<file path="config.mk">
export PLATFORM = sky130hd
export DESIGN_NAME = button_click_long_press_detector_core
export DESIGN_NICKNAME = d
export VERILOG_FILES = /design/src/hw/rtl/bclp_pkg.sv /design/src/hw/rtl/bclp_next.sv /design/src/hw/rtl/button_click_long_press_detector_core.sv
export VERILOG_INCLUDE_DIRS = /design/src /design/src/hw/rtl
export SDC_FILE = /design/constraint.sdc
export NUM_CORES = 1
export LEC_CHECK = 0
export ABC_AREA = 1
export BUFFER_PORTS_ARGS = -buffer_cell sky130_fd_sc_hd__buf_2
export CAP_MARGIN = 20
export CORE_ASPECT_RATIO = 0.9
export CORE_MARGIN = 3
export CORE_UTILIZATION = 40
export CTS_CLUSTER_SIZE = 14
export DETAILED_ROUTE_END_ITERATION = 7
export SYNTH_ARGS = -nofsm -noshare
export SYNTH_HDL_FRONTEND = slang
export SYNTH_HIERARCHICAL = 1
export SYNTH_SLANG_ARGS = --single-unit
</file>
<file path="constraint.sdc">
create_clock -name i_clk -period 7.72 [get_ports i_clk]
set_clock_uncertainty 0.15 [all_clocks]
set_input_delay 0.386 -clock i_clk [delete_from_list [all_inputs] [get_ports i_clk]]
set_output_delay 0.386 -clock i_clk [all_outputs]
set_load 0.01 [all_outputs]
</file>
<file path="src/hw/rtl/button_click_long_press_detector_core_assert.svh">
// Assertion macros used by the detector core RTL.
// Needs nothing else; include it inside a module body.
`ifndef BUTTON_CLICK_LONG_PRESS_DETECTOR_CORE_ASSERT_SVH
`define BUTTON_CLICK_LONG_PRESS_DETECTOR_CORE_ASSERT_SVH

// Clocked property, ignored while reset is asserted.
`define BCLP_ASSERT(lbl, clk, rst_n, prop, msg) \
    lbl: assert property (@(posedge clk) disable iff (!rst_n) prop) else $error(msg);

// Clocked property that must also hold during reset.
`define BCLP_ASSERT_ALWAYS(lbl, clk, prop, msg) \
    lbl: assert property (@(posedge clk) prop) else $error(msg);

`endif

</file>
<file path="src/hw/rtl/bclp_pkg.sv">
// Types and codes for the button click / long-press detector.
// No dependencies.
package bclp_pkg;

    typedef enum logic [1:0] {
        ST_RELEASED         = 2'd0,
        ST_PRESSED          = 2'd1,
        ST_PRESSED_RELEASED = 2'd2,
        ST_LONG             = 2'd3
    } t_state;

    typedef enum logic [2:0] {
        EV_NONE          = 3'd0,
        EV_HELD          = 3'd1,
        EV_LONG          = 3'd2,
        EV_LONG_RELEASED = 3'd3,
        EV_CLICKS        = 3'd4
    } t_event;

    typedef enum logic [1:0] {
        REG_DEBOUNCE     = 2'd0,
        REG_CLICK_WINDOW = 2'd1,
        REG_LONG_PRESS   = 2'd2,
        REG_MAX_CLICKS   = 2'd3
    } t_reg_idx;

    localparam logic [15:0] DEBOUNCE_RST     = 16'd50;
    localparam logic [15:0] CLICK_WINDOW_RST = 16'd300;
    localparam logic [15:0] LONG_PRESS_RST   = 16'd1000;
    localparam logic [7:0]  MAX_CLICKS_RST   = 8'd5;

    typedef struct packed {
        logic [15:0] debounce_ticks;
        logic [15:0] click_window_ticks;
        logic [15:0] long_press_ticks;
        logic [7:0]  max_clicks;
    } t_cfg;

    typedef struct packed {
        t_event event_code;
        t_state status;
        logic   restart_timer;
        logic   report_old_count;
    } t_decision;

endpackage

</file>
<file path="src/hw/rtl/bclp_next.sv">
// Next-state decision of the detector for one pin sample.
// Depends on bclp_pkg.
module bclp_next #(
    parameter int TIMER_WIDTH = 16,
    parameter int COUNT_WIDTH = 8
) (
    input  bclp_pkg::t_state         i_state,
    input  logic [COUNT_WIDTH-1:0]   i_count,
    input  logic [TIMER_WIDTH-1:0]   i_elapsed,   // already advanced for this beat
    input  logic                     i_pin_level,
    input  bclp_pkg::t_cfg           i_cfg,
    output bclp_pkg::t_decision      o_dec,
    output logic [COUNT_WIDTH-1:0]   o_count
);

    localparam int CMP_W = (TIMER_WIDTH > 16) ? TIMER_WIDTH : 16;
    localparam logic [COUNT_WIDTH-1:0] COUNT_MAX = '1;

    logic [CMP_W-1:0] elapsed_x;
    logic             past_debounce;
    logic             in_window;
    logic             long_due;
    logic             can_count;

    assign elapsed_x     = CMP_W'(i_elapsed);
    assign past_debounce = elapsed_x > CMP_W'(i_cfg.debounce_ticks);
    assign in_window     = elapsed_x <= CMP_W'(i_cfg.click_window_ticks);
    assign long_due      = elapsed_x >= CMP_W'(i_cfg.long_press_ticks);
    assign can_count     = (8'(i_count) < i_cfg.max_clicks) && (i_count != COUNT_MAX);

    always_comb begin
        o_dec.event_code       = bclp_pkg::EV_NONE;
        o_dec.status           = i_state;
        o_dec.restart_timer    = 1'b0;
        o_dec.report_old_count = 1'b0;
        o_count                = i_count;
        unique case (i_state)
            bclp_pkg::ST_PRESSED: begin
                if (i_pin_level) begin
                    if (past_debounce) begin
                        o_dec.status = bclp_pkg::ST_PRESSED_RELEASED;
                    end else begin
                        // bounce: drop the run
                        o_dec.status = bclp_pkg::ST_RELEASED;
                        o_count      = '0;
                    end
                end else if (long_due) begin
                    o_dec.status     = bclp_pkg::ST_LONG;
                    o_dec.event_code = bclp_pkg::EV_LONG;
                end else begin
                    o_dec.event_code = bclp_pkg::EV_HELD;
                end
            end
            bclp_pkg::ST_PRESSED_RELEASED: begin
                if (i_pin_level && !in_window) begin
                    o_dec.event_code       = bclp_pkg::EV_CLICKS;
                    o_dec.status           = bclp_pkg::ST_RELEASED;
                    o_dec.report_old_count = 1'b1;
                    o_count                = '0;
                end else if (!i_pin_level && in_window) begin
                    o_dec.status = bclp_pkg::ST_PRESSED;
                    if (can_count) begin
                        o_count = i_count + COUNT_WIDTH'(1);
                    end
                end
            end
            bclp_pkg::ST_LONG: begin
                if (i_pin_level) begin
                    o_dec.event_code = bclp_pkg::EV_LONG_RELEASED;
                    o_dec.status     = bclp_pkg::ST_RELEASED;
                    o_count          = '0;
                end
            end
            default: begin
                // first press of a run
                if (!i_pin_level) begin
                    o_dec.status        = bclp_pkg::ST_PRESSED;
                    o_dec.restart_timer = 1'b1;
                    o_count             = COUNT_WIDTH'(1);
                end
            end
        endcase
    end

endmodule

</file>
<file path="src/hw/rtl/button_click_long_press_detector_core.sv">
// Button click / long-press detector: state registers, APB registers, output stage.
// Depends on bclp_pkg, bclp_next and button_click_long_press_detector_core_assert.svh.
//
//  Port group   Dir  Carries
//  s_axis_*     in   one pin sample per beat (tdata[0] = pin_level)
//  m_axis_*     out  one event per beat (event_code, click_total, button_status)
//  APB p*       in   four config registers at byte addresses 0, 4, 8, 12
//
// One beat per clock unless stalled: the sample is decided and the state updated
// at the accepting edge; the result is held in the output register the next cycle.
// s_axis_tready drops only while a result waits on m_axis_tready.
// Reset (synchronous, active low) returns to released with count and timer zero
// and loads the register defaults.
module button_click_long_press_detector_core #(
    parameter int TIMER_WIDTH = 16,
    parameter int COUNT_WIDTH = 8
) (
    input  logic        i_clk,
    input  logic        i_rst_n,
    input  logic        s_axis_tvalid,
    output logic        s_axis_tready,
    input  logic [7:0]  s_axis_tdata,   // [0] pin_level, [7:1] zero
    output logic        m_axis_tvalid,
    input  logic        m_axis_tready,
    output logic [15:0] m_axis_tdata,   // [2:0] event_code, [10:3] click_total,
                                        // [12:11] button_status, [15:13] zero
    input  logic        psel,
    input  logic        penable,
    input  logic        pwrite,
    input  logic [3:0]  paddr,
    input  logic [31:0] pwdata,
    output logic [31:0] prdata,
    output logic        pready
);

    localparam logic [TIMER_WIDTH-1:0] TIMER_MAX = '1;

    bclp_pkg::t_cfg            r_cfg;
    bclp_pkg::t_state          r_state;
    logic [COUNT_WIDTH-1:0]    r_count;
    logic [TIMER_WIDTH-1:0]    r_elapsed;
    logic                      r_out_valid;
    logic [15:0]               r_out_data;

    logic [TIMER_WIDTH-1:0]    elapsed_inc;
    bclp_pkg::t_decision       dec;
    logic [COUNT_WIDTH-1:0]    n_count;
    logic [7:0]                click_total;
    logic                      in_beat;
    logic                      cfg_wr;
    bclp_pkg::t_reg_idx        reg_idx;

    assign pready        = 1'b1;
    assign reg_idx       = bclp_pkg::t_reg_idx'(paddr[3:2]);
    assign cfg_wr        = psel && penable && pwrite && pready;
    assign s_axis_tready = !r_out_valid || m_axis_tready;
    assign in_beat       = s_axis_tvalid && s_axis_tready;
    assign elapsed_inc   = (r_elapsed != TIMER_MAX) ? r_elapsed + TIMER_WIDTH'(1) : r_elapsed;

    bclp_next #(
        .TIMER_WIDTH(TIMER_WIDTH),
        .COUNT_WIDTH(COUNT_WIDTH)
    ) u_next (
        .i_state     (r_state),
        .i_count     (r_count),
        .i_elapsed   (elapsed_inc),
        .i_pin_level (s_axis_tdata[0]),
        .i_cfg       (r_cfg),
        .o_dec       (dec),
        .o_count     (n_count)
    );

    assign click_total = dec.report_old_count ? 8'(r_count) : 8'(n_count);

    always_comb begin
        unique case (reg_idx)
            bclp_pkg::REG_DEBOUNCE:     prdata = {16'd0, r_cfg.debounce_ticks};
            bclp_pkg::REG_CLICK_WINDOW: prdata = {16'd0, r_cfg.click_window_ticks};
            bclp_pkg::REG_LONG_PRESS:   prdata = {16'd0, r_cfg.long_press_ticks};
            bclp_pkg::REG_MAX_CLICKS:   prdata = {24'd0, r_cfg.max_clicks};
            default:                    prdata = '0;
        endcase
    end

    always_ff @(posedge i_clk) begin
        if (!i_rst_n) begin
            r_cfg.debounce_ticks     <= bclp_pkg::DEBOUNCE_RST;
            r_cfg.click_window_ticks <= bclp_pkg::CLICK_WINDOW_RST;
            r_cfg.long_press_ticks   <= bclp_pkg::LONG_PRESS_RST;
            r_cfg.max_clicks         <= bclp_pkg::MAX_CLICKS_RST;
        end else if (cfg_wr) begin
            unique case (reg_idx)
                bclp_pkg::REG_DEBOUNCE:     r_cfg.debounce_ticks     <= pwdata[15:0];
                bclp_pkg::REG_CLICK_WINDOW: r_cfg.click_window_ticks <= pwdata[15:0];
                bclp_pkg::REG_LONG_PRESS:   r_cfg.long_press_ticks   <= pwdata[15:0];
                bclp_pkg::REG_MAX_CLICKS:   r_cfg.max_clicks         <= pwdata[7:0];
                default: ;
            endcase
        end
    end

    always_ff @(posedge i_clk) begin
        if (!i_rst_n) begin
            r_state     <= bclp_pkg::ST_RELEASED;
            r_count     <= '0;
            r_elapsed   <= '0;
            r_out_valid <= 1'b0;
        end else begin
            if (in_beat) begin
                r_state     <= dec.status;
                r_count     <= n_count;
                r_elapsed   <= dec.restart_timer ? '0 : elapsed_inc;
                r_out_valid <= 1'b1;
            end else if (m_axis_tready) begin
                r_out_valid <= 1'b0;
            end
        end
    end

    // payload: load on every accepted beat, hold otherwise
    always_ff @(posedge i_clk) begin
        if (in_beat) begin
            r_out_data <= {3'd0, dec.status, click_total, dec.event_code};
        end
    end

    assign m_axis_tvalid = r_out_valid;
    assign m_axis_tdata  = r_out_data;

`include "button_click_long_press_detector_core_assert.svh"

    `BCLP_ASSERT(a_released_no_count, i_clk, i_rst_n, (r_state == bclp_pkg::ST_RELEASED) |-> (r_count == '0), "count not clear while released")
    `BCLP_ASSERT(a_first_press, i_clk, i_rst_n, (in_beat && r_state == bclp_pkg::ST_RELEASED && !s_axis_tdata[0]) |=> (r_elapsed == '0 && r_state == bclp_pkg::ST_PRESSED && r_count == COUNT_WIDTH'(1)), "first press did not restart run")
    `BCLP_ASSERT(a_state_holds, i_clk, i_rst_n, (!in_beat && $past(i_rst_n)) |=> ($stable(r_state) && $stable(r_count)), "state moved without a beat")
    `BCLP_ASSERT(a_long_status, i_clk, i_rst_n, (m_axis_tvalid && m_axis_tdata[2:0] == bclp_pkg::EV_LONG) |-> (m_axis_tdata[12:11] == bclp_pkg::ST_LONG), "long press event without long state")
    `BCLP_ASSERT(a_clicks_status, i_clk, i_rst_n, (m_axis_tvalid && m_axis_tdata[2:0] == bclp_pkg::EV_CLICKS) |-> (m_axis_tdata[12:11] == bclp_pkg::ST_RELEASED), "click run event not released")

endmodule
</file>
==> qor.csv <==
stage;metric;value;unit
clocking;CTS tree;built;
floorplanning;I/O pin total;102;
clocking;Clock Tree Buf Depth;2;
routing;TritonRoute pass-1 iters;5;
timing;fin crit period;4030;ps
layout;final core utilization;0.4539;
pwr;Peak VDD IR;0.1223;mV
worst_setup_path;Worst Setup End Kind;register;
timing;final setup vio count;0;
timing;RSZ-0062 raised after global routing;false;
global_route;antenna violations before repair;0;
worst_setup_path;Critical Path Start;r_elapsed[0]$_SDFFE_PN0P_;
place;GPL Wtd Cong;0.8300;
clocking;H-tree depth;3;
routing;vias;5844;
floorplanning;core area;15600;sq um
synthesis;Seq cells post-synth;96;
floorplanning;Die W;139.8;um
status;status;completed;
clocking;clock sink count;96;
floorplanning;Die H;126.4;um
synthesis;synth warn;6;
place;I/O Buffers;56;
floorplanning;Initial Util;0.4128;
routing;DRT Wirelength;16410;um
routing;Starting DRT DRC Count;407;
layout;nets@finish;1098;
worst_hold_path;hold_sp;pwdata[8];
timing;Fmax achieved;248.1;MHz
pwr;pwr/cell area;160.4;nW/um^2
worst_setup_path;Crit-path slowest cell;nor2_1;
synthesis;synth unique cells;39;
worst_setup_path;WP data arrival;3940;ps
synthesis;register area share after synthesis;0.3186;
clocking;clock-pin slew on the worst setup and hold paths;70;ps
worst_setup_path;crit path kind;register to register;
worst_setup_path;CP Launch Type;register;
floorplanning;FP Rows;43;
synthesis;Cells after Synth;947;
routing;post-route ant nets;0;
routing;DR vias/cell;4.882;
global_route;Overflow after GRT;0;
pwr;leak pwr;3.406;nW
worst_setup_path;r2r setup slk;3690;ps
flow_run;max-cap violations;0;
synthesis;Netlist Area Pre-Place;6441;sq um
timing;slew of the pin with the lowest slew margin;897.8;ps
layout;commonest non-fill, non-tap cell in the layout;nand2_1;
worst_setup_path;Cell Chain, Critical Path;ha_1, inv_1, nor2_4, nand2_4, nor2_4, inv_2, nand3_1, ha_1, nand4_2, nor3_4, nand2_2, nand2_4, nand3_1, nor2_1, o21ai_0;
clocking;hold-fix buffers at CTS;0;
place;Detail Placement HPWL;12030;um
global_route;vias in the first global route;5378;
global_route;Total GRT Usage;0.1901;
timing;Max-slew headroom;0.3992;
timing;setup_tns;0;ps
worst_setup_path;CP max stage delay;730;ps
timing;setup ws final;3690;ps
layout;Antenna diodes;0;
worst_hold_path;HP Class;input port to register;
routing;WL per Instance;13.71;um
worst_setup_path;R2R Path Start;r_elapsed[0]$_SDFFE_PN0P_;
clocking;CTS root buffer;clkbuf_16;
clocking;CTS Buf Count;9;
place;Place WS;3677;ps
timing;Final period util;0.5221;
floorplanning;total die area;17660;sq um
layout;layout cells sized above 1;0.1286;
global_route;pin count of the biggest net entering global routing;68;
layout;Area growth syn-to-layout;9.946;%
layout;most frequent cells in the layout;nand2_1 (232), nor2_1 (124), inv_1 (111);
global_route;first-pass GRT wire length;27540;um
clocking;post_cts resized;0;
synthesis;Mean Syn Cell Area;6.802;sq um
timing;Slew Limit Fails;0;
routing;# DRC;0;
timing;Fin. Hold Viols;0;
clocking;clk_lat worst skew;360;ps
clocking;Post-CTS Setup Inserts;0;
worst_setup_path;Required @ worst endpoint;7630;ps
worst_setup_path;maximum fanout along the worst path;16;
cells by family after synthesis:
group,after synthesis,share of synthesized area
simple gates,484,0.3380
buf+inv,164,0.1121
compound gates,136,0.1086
flops,96,0.3186
fa+ha+maj,57,0.1107
xor+xnor,8,0.01088
other cells,2,0.001166
layout make-up:
cell class                 count  area [sq um]
tap                          202         252.7
multi-input combinational    705          3735
sequential                    96          2052
inverter                     120         455.4
clock buffer                  12         256.5
clock inverter                 4         35.03
fill                        1640          8521
timing repair buffer          58         295.3
registers in the layout, summed over array words and instances (netlist names):
signal,cells
m_axis_tdata,13
m_axis_tvalid,1
r_count,8
r_state,2
r_cfg,56
r_elapsed,16
per-layer routing:
layer / vias up / share of wire / GRT usage
met4: 0 / 0.012 / 0.04615
li1: 3079 / - / -
met5: - / 0 / 0
met1: 2609 / 0.53 / 0.2878
met2: 144 / 0.40 / 0.2798
met3: 12 / 0.052 / 0.03392
worst max-delay path: cells and delay by family (launching register included):
kind	cells	cell delay, ps
buffers and inverters	2	250
AO/OA/AOI/OAI	1	220
flip-flops	1	440
AND/OR/NAND/NOR	10	2190
adder cells (fa/ha/maj)	2	480
power by group:
group	leakage, nW	switching (mW)	total (mW)	internal [mW]
Sequential	0.804	0.0167	0.541	0.524
Combinational	2.46	0.0996	0.148	0.0488
Clock	0.144	0.207	0.447	0.240
Total	3.41	0.323	1.14	0.813
stage by stage:
step | power [mW] | area (sq um) | std cells | hold slack [ps]
2_1_floorplan | 0.6583 | 6509 | 965 | 301.0
5_1_grt | 1.188 | 7082 | 1197 | 123.3
4_1_cts | 1.147 | 7082 | 1197 | 102.9
6_report | 1.136 | 7082 | 1197 | 116.5
3_5_place_dp | 0.7002 | 6790 | 1181 | 324.8
3_3_place_gp | 0.6991 | 6790 | 1181 | 323.9
Yosys cell counts, drive strengths merged:
cell type / instances / area [sq um]
o21bai: 2 / 15.01
inv: 118 / 447.9
xor2: 8 / 70.07
dfxtp: 83 / 1662
o21ai: 78 / 390.4
nand3: 73 / 422.9
and2: 1 / 6.260
edfxtp: 13 / 390.4
conb: 2 / 7.510
a21oi: 51 / 259.0
nand2: 253 / 1022
buf: 30 / 214.0
nand4: 14 / 93.84
ha: 57 / 713.2
o211ai: 1 / 7.510
a31oi: 2 / 12.51
o21a: 1 / 7.510
a21o: 1 / 7.510
clkbuf: 14 / 52.55
clkinv: 2 / 7.510
nor3: 3 / 31.28
nor2: 134 / 563.1
or2: 6 / 37.54
path summary, 6_finish.rpt:
kind | end | cells past startpoint
min reg2reg | r_cfg[2]$_SDFFE_PN1P_ | 2
max reg2reg | m_axis_tdata[3]$_DFFE_PP_ | 15
max | m_axis_tdata[3]$_DFFE_PP_ | 15
min | r_cfg[32]$_SDFFE_PN1P_ | 3
No activity file was read; power rests on OpenSTA's default activity.
